**config.mk**
```make
export PLATFORM = sky130hd
export DESIGN_NAME = fixed_to_float_normalizer_unit
export DESIGN_NICKNAME = d
export VERILOG_FILES = /design/src/hw/rtl/ftfn_pkg.sv /design/src/hw/rtl/fixed_to_float_normalizer_unit.sv
export SDC_FILE = /design/constraint.sdc
export NUM_CORES = 1
export LEC_CHECK = 0
export BUFFER_PORTS_ARGS = -buffer_cell sky130_fd_sc_hd__buf_4
export CORE_ASPECT_RATIO = 1.2
export CORE_UTILIZATION = 53
export CTS_CLUSTER_DIAMETER = 50
export DETAILED_ROUTE_END_ITERATION = 16
export GPL_ROUTABILITY_DRIVEN = 0
export PLACE_DENSITY = 0.77
export RECOVER_POWER = 100
export SETUP_SLACK_MARGIN = 0.4
export SYNTH_ARGS = -nofsm -noshare
export SYNTH_HDL_FRONTEND = slang
export SYNTH_SLANG_ARGS = --single-unit
```
**constraint.sdc**
```tcl
create_clock -name clk -period 5.55 [get_ports clk]
set_input_delay 0.8325 -clock clk [delete_from_list [all_inputs] [get_ports clk]]
set_output_delay 0.8325 -clock clk [all_outputs]
set_load 0.05 [all_outputs]
```
**src/hw/rtl/ftfn_pkg.sv**
```systemverilog
// Shared constants and register map for the fixed-to-float normalizer.
`timescale 1ns / 1ps

package ftfn_pkg;

	// Default format: Q32.32 input, up to 32 mantissa bits
	localparam int INT_BITS_DEF     = 32;
	localparam int FRAC_BITS_DEF    = 32;
	localparam int MAX_MANTISSA_DEF = 32;

	// Fixed field widths
	localparam int VALUE_W = 64;
	localparam int MANT_W  = 32;
	localparam int EXP_W   = 7;
	localparam int CFG_MW  = 6;
	localparam int CFG_EW  = 8;
	localparam int ADDR_W  = 4;
	localparam int DATA_W  = 32;

	// Register indexes (byte address = 4 * index)
	localparam logic [1:0] REG_MANT_BITS = 2'd0;
	localparam logic [1:0] REG_MIN_EXP   = 2'd1;
	localparam logic [1:0] REG_MAX_EXP   = 2'd2;

	// Reset values
	localparam logic [CFG_MW-1:0] MANT_BITS_RST = 6'd23;
	localparam logic [CFG_EW-1:0] MIN_EXP_RST   = 8'hE1; // -31
	localparam logic [CFG_EW-1:0] MAX_EXP_RST   = 8'h20; // 32

endpackage

```
**src/hw/rtl/fixed_to_float_normalizer_unit.sv**
```systemverilog
// Top level: four-stage pipelined fixed-point to float normalizer with APB registers.
`timescale 1ns / 1ps

// Takes one signed fixed-point word per cycle (start high; busy is always low, so
// every start is taken) and returns its result word from the last stage register,
// marked by done for a single cycle. Results cannot be held off, and nothing stalls:
// the four stages are magnitude, leading/trailing-one detect, normalize shift with
// exponent checks, and mantissa select with complements. Write the APB registers
// (mantissa_bits at 0x0, min_exponent at 0x4, max_exponent at 0x8) only while no
// word is in flight. A zero input gives zero_flag with every other field zero,
// except sign, which still shows the input's sign bit.
module fixed_to_float_normalizer_unit
	import ftfn_pkg::*;
#(
	parameter int INT_BITS     = INT_BITS_DEF,
	parameter int FRAC_BITS    = FRAC_BITS_DEF,
	parameter int MAX_MANTISSA = MAX_MANTISSA_DEF
) (
	input  logic                     clk,
	input  logic                     arst_n,
	// command side
	input  logic                     start,
	output logic                     busy,
	input  logic signed [VALUE_W-1:0] value,
	// result side
	output logic                     done,
	output logic                     sign,
	output logic signed [EXP_W-1:0]  exponent,
	output logic [MANT_W-1:0]        mantissa,
	output logic [MANT_W-1:0]        ones_complement,
	output logic [MANT_W-1:0]        twos_complement,
	output logic                     zero_flag,
	output logic                     overflow_flag,
	output logic                     underflow_flag,
	output logic                     truncation_flag,
	// APB configuration port
	input  logic                     psel,
	input  logic                     penable,
	input  logic                     pwrite,
	input  logic [ADDR_W-1:0]        paddr,
	input  logic [DATA_W-1:0]        pwdata,
	output logic [DATA_W-1:0]        prdata,
	output logic                     pready
);

	localparam int W  = INT_BITS + FRAC_BITS;
	localparam int TW = $clog2(W);

	// configuration registers
	logic [CFG_MW-1:0]        mant_bits_q;
	logic signed [CFG_EW-1:0] min_exp_q;
	logic signed [CFG_EW-1:0] max_exp_q;
	logic                     cfg_wr;

	assign pready = 1'b1;
	assign cfg_wr = psel & penable & pwrite;

	always_ff @(posedge clk or negedge arst_n) begin
		if (!arst_n) begin
			mant_bits_q <= MANT_BITS_RST;
			min_exp_q   <= MIN_EXP_RST;
			max_exp_q   <= MAX_EXP_RST;
		end else if (cfg_wr) begin
			unique case (paddr[3:2])
				REG_MANT_BITS: mant_bits_q <= pwdata[CFG_MW-1:0];
				REG_MIN_EXP:   min_exp_q   <= pwdata[CFG_EW-1:0];
				REG_MAX_EXP:   max_exp_q   <= pwdata[CFG_EW-1:0];
				default:       ;
			endcase
		end
	end

	// register read back
	always_comb begin
		unique case (paddr[3:2])
			REG_MANT_BITS: prdata = DATA_W'(mant_bits_q);
			REG_MIN_EXP:   prdata = DATA_W'(unsigned'(min_exp_q));
			REG_MAX_EXP:   prdata = DATA_W'(unsigned'(max_exp_q));
			default:       prdata = '0;
		endcase
	end

	// effective mantissa width, clamped to 1..MAX_MANTISSA
	logic [CFG_MW-1:0] m_eff;
	always_comb begin
		if (mant_bits_q == '0)
			m_eff = CFG_MW'(1);
		else if (mant_bits_q > CFG_MW'(MAX_MANTISSA))
			m_eff = CFG_MW'(MAX_MANTISSA);
		else
			m_eff = mant_bits_q;
	end

	// the pipeline never stalls
	assign busy = 1'b0;

	// ---------------- stage 1: sign and magnitude ----------------
	logic             vld_s1, neg_s1;
	logic [W-1:0]     mag_s1;
	logic [VALUE_W-1:0] mag_full;

	assign mag_full = value[VALUE_W-1] ? (~value + VALUE_W'(1)) : value;

	always_ff @(posedge clk or negedge arst_n) begin
		if (!arst_n)
			vld_s1 <= 1'b0;
		else
			vld_s1 <= start;
	end

	always_ff @(posedge clk) begin
		neg_s1 <= value[VALUE_W-1];
		mag_s1 <= mag_full[W-1:0];
	end

	// ---------------- stage 2: leading and trailing one ----------------
	logic          vld_s2, neg_s2, zero_s2;
	logic [W-1:0]  mag_s2;
	logic [TW-1:0] top_s2, low_s2;
	logic [TW-1:0] top_c, low_c;

	always_comb begin
		top_c = '0;
		for (int i = 0; i < W; i++)
			if (mag_s1[i]) top_c = TW'(i);
	end

	always_comb begin
		low_c = '0;
		for (int i = W - 1; i >= 0; i--)
			if (mag_s1[i]) low_c = TW'(i);
	end

	always_ff @(posedge clk or negedge arst_n) begin
		if (!arst_n)
			vld_s2 <= 1'b0;
		else
			vld_s2 <= vld_s1;
	end

	always_ff @(posedge clk) begin
		neg_s2  <= neg_s1;
		zero_s2 <= (mag_s1 == '0);
		mag_s2  <= mag_s1;
		top_s2  <= top_c;
		low_s2  <= low_c;
	end

	// ---------------- stage 3: normalize, exponent and flags ----------------
	logic                     vld_s3, neg_s3, zero_s3;
	logic [MANT_W-1:0]        norm_hi_s3;
	logic signed [CFG_EW-1:0] exp_s3;
	logic                     ovf_s3, unf_s3, trunc_s3;
	logic [VALUE_W-1:0]       norm_c;
	logic [5:0]               shamt_c;
	logic signed [CFG_EW-1:0] exp_c;
	logic [6:0]               span_c;
	logic                     ovf_c, unf_c;

	assign shamt_c = 6'd63 - 6'(top_s2);
	assign norm_c  = VALUE_W'(mag_s2) << shamt_c;
	// e = top - FRAC_BITS + 1
	assign exp_c   = $signed(CFG_EW'(top_s2)) - $signed(CFG_EW'(FRAC_BITS - 1));
	assign span_c  = 7'(top_s2) - 7'(low_s2) + 7'd1;
	assign ovf_c   = exp_c > max_exp_q;
	assign unf_c   = !ovf_c && (exp_c < min_exp_q);

	always_ff @(posedge clk or negedge arst_n) begin
		if (!arst_n)
			vld_s3 <= 1'b0;
		else
			vld_s3 <= vld_s2;
	end

	always_ff @(posedge clk) begin
		neg_s3     <= neg_s2;
		zero_s3    <= zero_s2;
		norm_hi_s3 <= norm_c[VALUE_W-1 -: MANT_W];
		exp_s3     <= zero_s2 ? '0 : exp_c;
		ovf_s3     <= !zero_s2 && ovf_c;
		unf_s3     <= !zero_s2 && unf_c;
		trunc_s3   <= !zero_s2 && (span_c > 7'(m_eff));
	end

	// ---------------- stage 4: mantissa select and complements ----------------
	logic              vld_s4, sign_s4, zero_s4, ovf_s4, unf_s4, trunc_s4;
	logic [EXP_W-1:0]  exp_s4;
	logic [MANT_W-1:0] mant_s4, ones_s4, twos_s4;
	logic [5:0]        drop_c;
	logic [MANT_W-1:0] mask_c, mant_c, ones_c, twos_c;

	assign drop_c = 6'd32 - m_eff;
	assign mask_c = {MANT_W{1'b1}} >> drop_c;
	assign mant_c = norm_hi_s3 >> drop_c;
	assign ones_c = ~mant_c & mask_c;
	assign twos_c = (ones_c + MANT_W'(1)) & mask_c;

	always_ff @(posedge clk or negedge arst_n) begin
		if (!arst_n)
			vld_s4 <= 1'b0;
		else
			vld_s4 <= vld_s3;
	end

	always_ff @(posedge clk) begin
		sign_s4  <= neg_s3;
		zero_s4  <= zero_s3;
		ovf_s4   <= ovf_s3;
		unf_s4   <= unf_s3;
		trunc_s4 <= trunc_s3;
		exp_s4   <= exp_s3[EXP_W-1:0];
		mant_s4  <= zero_s3 ? '0 : mant_c;
		ones_s4  <= zero_s3 ? '0 : ones_c;
		twos_s4  <= zero_s3 ? '0 : twos_c;
	end

	// result word
	assign done            = vld_s4;
	assign sign            = sign_s4;
	assign exponent        = $signed(exp_s4);
	assign mantissa        = mant_s4;
	assign ones_complement = ones_s4;
	assign twos_complement = twos_s4;
	assign zero_flag       = zero_s4;
	assign overflow_flag   = ovf_s4;
	assign underflow_flag  = unf_s4;
	assign truncation_flag = trunc_s4;

endmodule

```
==> run summary <==
========================================================================================================
Run status                                                                                  finished, violations left
Violations in the final reports                                                             max-capacitance violations, max-slew violations
Maximum resistive drop on vdd                                                                   0.256 mV
Share of post-route cells with drive strength above 1                                              14.7%
Sort of element at the end of the critical path                                                flip-flop
Setup violations, final                                                                                0
Mean post-synth cell area                                                                       8.73 µm²
CTS tree                                                                                           built
Diodes inserted                                                                                        0
Vias in the first global route                                                                     16.0k
Number of synthesized flops with an enable pin                                                         0
Detailed-route DRC error count                                                                         0
Tmin final                                                                                       5.24 ns
Hpwl dp                                                                                         38500 µm
DR iter-0 viols                                                                                     1631
Vias/cell                                                                                           6.19
Max-cap viol count                                                                                     3
Die X-Extent                                                                                      172 µm
RSZ-0062 raised after global routing                                                                true
Flip-flop cell with the highest count after synthesis                                            dfxtp_1
Sequential element share of the synthesized area                                                   35.6%
Sum of routed wire length over all layers                                                       52400 µm
Crit path buffers/inverters                                                                            2
Max-slew headroom                                                                                 -56.0%
Synthesized netlist cell count                                                                      2109
Worst Hold Path EP                                                                                neg_s3
Slew @ Worst Pin                                                                                 2.34 ns
Async S/R FF share, synth                                                                          8.13%
Family with the most delay on the worst path                                                simple AND/OR/NAND/NOR gates
Data arrival, critical path                                                                      5.64 ns
Share of total power in combinational logic                                                        53.5%
Part of the cycle the worst path needs                                                             94.3%
Number of nets still failing antenna checks after routing                                              0
Highest cell delay on the worst timing path                                                      0.59 ns
Maximum clock path buffer count                                                                        3
R2r endpoint                                                                                twos_complement[10]
WP data required                                                                                 5.96 ns
Class of the worst hold path                                                                  reg -> reg
Flops & latches, synth                                                                               320
DRT Pass-1 Iters                                                                                       5
Slowest stage cell, crit path                                                                      or4_1
First-pass GRT wire length                                                                      82600 µm
Antenna violations before repair                                                                       0
Source of the worst hold timing path                                                              neg_s2
Chip height                                                                                       206 µm
Final core occ                                                                                     61.4%
Clock buffers created by TritonCTS                                                                    34
Total internal power                                                                           0.00616 W
Wire length per cell                                                                             19.1 µm
Core Area                                                                                      34200 µm²
Startpoint of the worst register-to-register path                                           mant_bits_q[2]
Worst-skew pair later-pin latency                                                                0.54 ns
Clock Sink Count                                                                                     320
Sw power                                                                                       0.00554 W
Clock power share                                                                                  19.0%
Largest net degree at the start of global routing                                                     85
IO buf count                                                                                         196
Net switching share of the total power                                                             47.3%
Total Neg Setup Slack                                                                               0 ns
# nets final                                                                                        2410
Worst-path maximum fanout                                                                             23
Startpoint-to-endpoint class of the critical path                                             reg -> reg
CP Cell Sequence                                                                            or4_1 -> o21ai_4 -> ha_4 -> buf_12 -> and3b_1 -> a221o_1 -> a221oi_1 -> clkbuf_1 -> a21oi_1 -> mux4_2 -> ha_1 -> nand2_1 -> nor2_1 -> and4_1 -> mux2_2
Worst Setup Start Kind                                                                         flip-flop
Count of different cell masters after synthesis                                                       83
Post-CTS clock slew at the launch and capture registers of the worst setup and hold paths        0.06 ns
Total number of vias                                                                               17.0k
Pins over their slew limit                                                                           156
H-tree Lvls                                                                                            2
Total die area                                                                                 35500 µm²
Worst clock skew                                                                               0.0256 ns
Static Leak                                                                                      8.30 nW
Boundary Pins                                                                                        249
Overall track demand over capacity in global routing                                               29.5%
Clock tree root buffer cell                                                                    clkbuf_16
Maximum operating frequency                                                                    0.191 GHz
Overall overflow remaining after global route                                                          0
Sequential Power Share                                                                             27.5%
Total number of yosys warnings                                                                         0
Hold Crit Depth                                                                                        0
Worst reg-to-reg path cell count                                                                      15
Final Hold Vio Count                                                                                   0
Number of inserted filler cells in the final layout                                                 3070
Layout Area Growth over Synthesis                                                                  13.9%
Reg-to-reg slack, setup                                                                          0.31 ns
Initial Utilization                                                                                53.9%
P per Cell Area                                                                               558 nW/µm²
Num rows                                                                                              74
Cell area after synthesis                                                                      18400 µm²
========================================================================================================
final cells by class:
| cell class | instances | area (µm²) | share of cell area (%) |
|---|---|---|---|
| repair buffers | 250 | 1440 | 6.85 |
| inverters | 75 | 282 | 1.34 |
| multi-input cells | 1583 | 11000 | 52.6 |
| flip-flops and latches | 320 | 6550 | 31.2 |
| clock inverters | 17 | 173 | 0.823 |
| well taps | 456 | 571 | 2.72 |
| clock buffers | 43 | 936 | 4.46 |
worst reg2reg max path: stages, from the launching register on:
cell      delay, ns
dfstp_2        0.41
or4_1          0.59
o21ai_4        0.25
ha_4           0.27
buf_12         0.18
and3b_1        0.32
a221o_1        0.39
a221oi_1       0.37
clkbuf_1       0.22
a21oi_1        0.19
mux4_2         0.59
ha_1           0.26
nand2_1        0.38
nor2_1         0.20
and4_1         0.25
mux2_2         0.26
per-stage QoR:
step	total power [W]	setup slack [ns]	hold slack, ns	cell area, µm²	cells
global placement	0.00932	0.312	0.310	20300	2678
detailed placement	0.00943	0.236	0.312	20300	2678
global route	0.0123	0.125	0.335	21000	2744
CTS	0.0117	0.367	0.199	21400	2739
finish	0.0117	0.314	0.326	21000	2744
floorplan	0.00760	0.417	0.310	18500	2133
synth_stat cells (all sizes together), types with 24 or more instances:
master / n / share of area [%]
nor2: 182 / 3.8
nor2b: 34 / 1.2
o21ai: 155 / 4.2
nor4: 37 / 1.3
clkbuf: 90 / 1.8
nor3: 72 / 2.0
or3: 25 / 0.90
xnor2: 71 / 3.4
nand2: 218 / 4.4
mux2: 54 / 3.3
dfxtp: 294 / 32
mux2i: 95 / 5.2
a21oi: 135 / 3.7
nand3: 29 / 0.79
a211oi: 24 / 0.98
buf: 65 / 2.0
mux4: 54 / 6.6
inv: 73 / 1.5
ha: 39 / 2.7
o31ai: 38 / 1.8
timing repair:
item,4_1_cts,5_1_grt
setup endpoints to repair,6,22
buffers inserted,1,4
pin swaps,1,2
gates resized for setup,5,17
hold buffers,0,0
gates cloned,0,1
power by group through the flow:
stage               Combinational (W)  Clock (W)  Sequential, W
floorplan                     0.00341          0        0.00419
global placement              0.00607          0        0.00324
detailed placement            0.00616          0        0.00326
CTS                           0.00622    0.00225        0.00322
global route                  0.00665    0.00235        0.00328
finish                        0.00625    0.00222        0.00322
kinds of logic after synthesis:
kind of cell,share of synthesized area [%]
compound gates,18.5
flops,35.6
xor+xnor,3.57
fa+ha+maj,2.76
buf+inv,5.34
simple gates,19.1
other cells,0.0408
mux,15.1
state kept, by name (all words and copies together) (netlist names), 6 cells and up:
name	flops
norm_hi_s3	32
mag_s1	64
mantissa	31
mag_s2	64
exponent	7
exp_s3	7
max_exp_q	8
ones_complement	32
top_s2	6
min_exp_q	8
low_s2	6
mant_bits_q	6
twos_complement	32
worst max path at each step:
| stage | start | slack, ns | cells past startpoint | to |
|---|---|---|---|---|
| final | mant_bits_q[2] | 0.31 | 15 | twos_complement[10] |
| after global routing | mant_bits_q[2] | 0.12 | 14 | twos_complement[25] |
| after CTS | mant_bits_q[2] | 0.37 | 14 | twos_complement[25] |
| after detailed placement | mant_bits_q[1] | 0.24 | 13 | twos_complement[16] |
| after global placement | mant_bits_q[1] | 0.31 | 13 | twos_complement[16] |
| after floorplan | mant_bits_q[3] | 0.42 | 16 | twos_complement[18] |
layer usage:
| layer | track usage, % | part of all wire, % | wire, µm |
|---|---|---|---|
| met4 | 20.3 | 7.6 | 4000 |
| met5 | 0 | 0 | 0 |
| met3 | 5.78 | 8.4 | 4410 |
| met1 | 33.5 | 37 | 19200 |
| met2 | 49.7 | 47 | 24800 |
cell usage in the layout, fill, tap and decap left out, drive strengths merged, types with 13 or more instances in the layout:
master,n
a211oi,24
a21oi,135
a221o,16
and2,17
buf,116
clkbuf,177
conb,26
dfrtp,17
dfxtp,294
ha,39
inv,80
mux2,54
mux2i,95
mux4,54
nand2,218
nand3,29
nand4,16
nor2,182
nor2b,34
nor3,72
nor4,37
nor4b,13
o211ai,13
o21ai,155
o31ai,38
or3,25
or4,17
xnor2,71
Note: power is estimated with default switching activity, not from simulation.
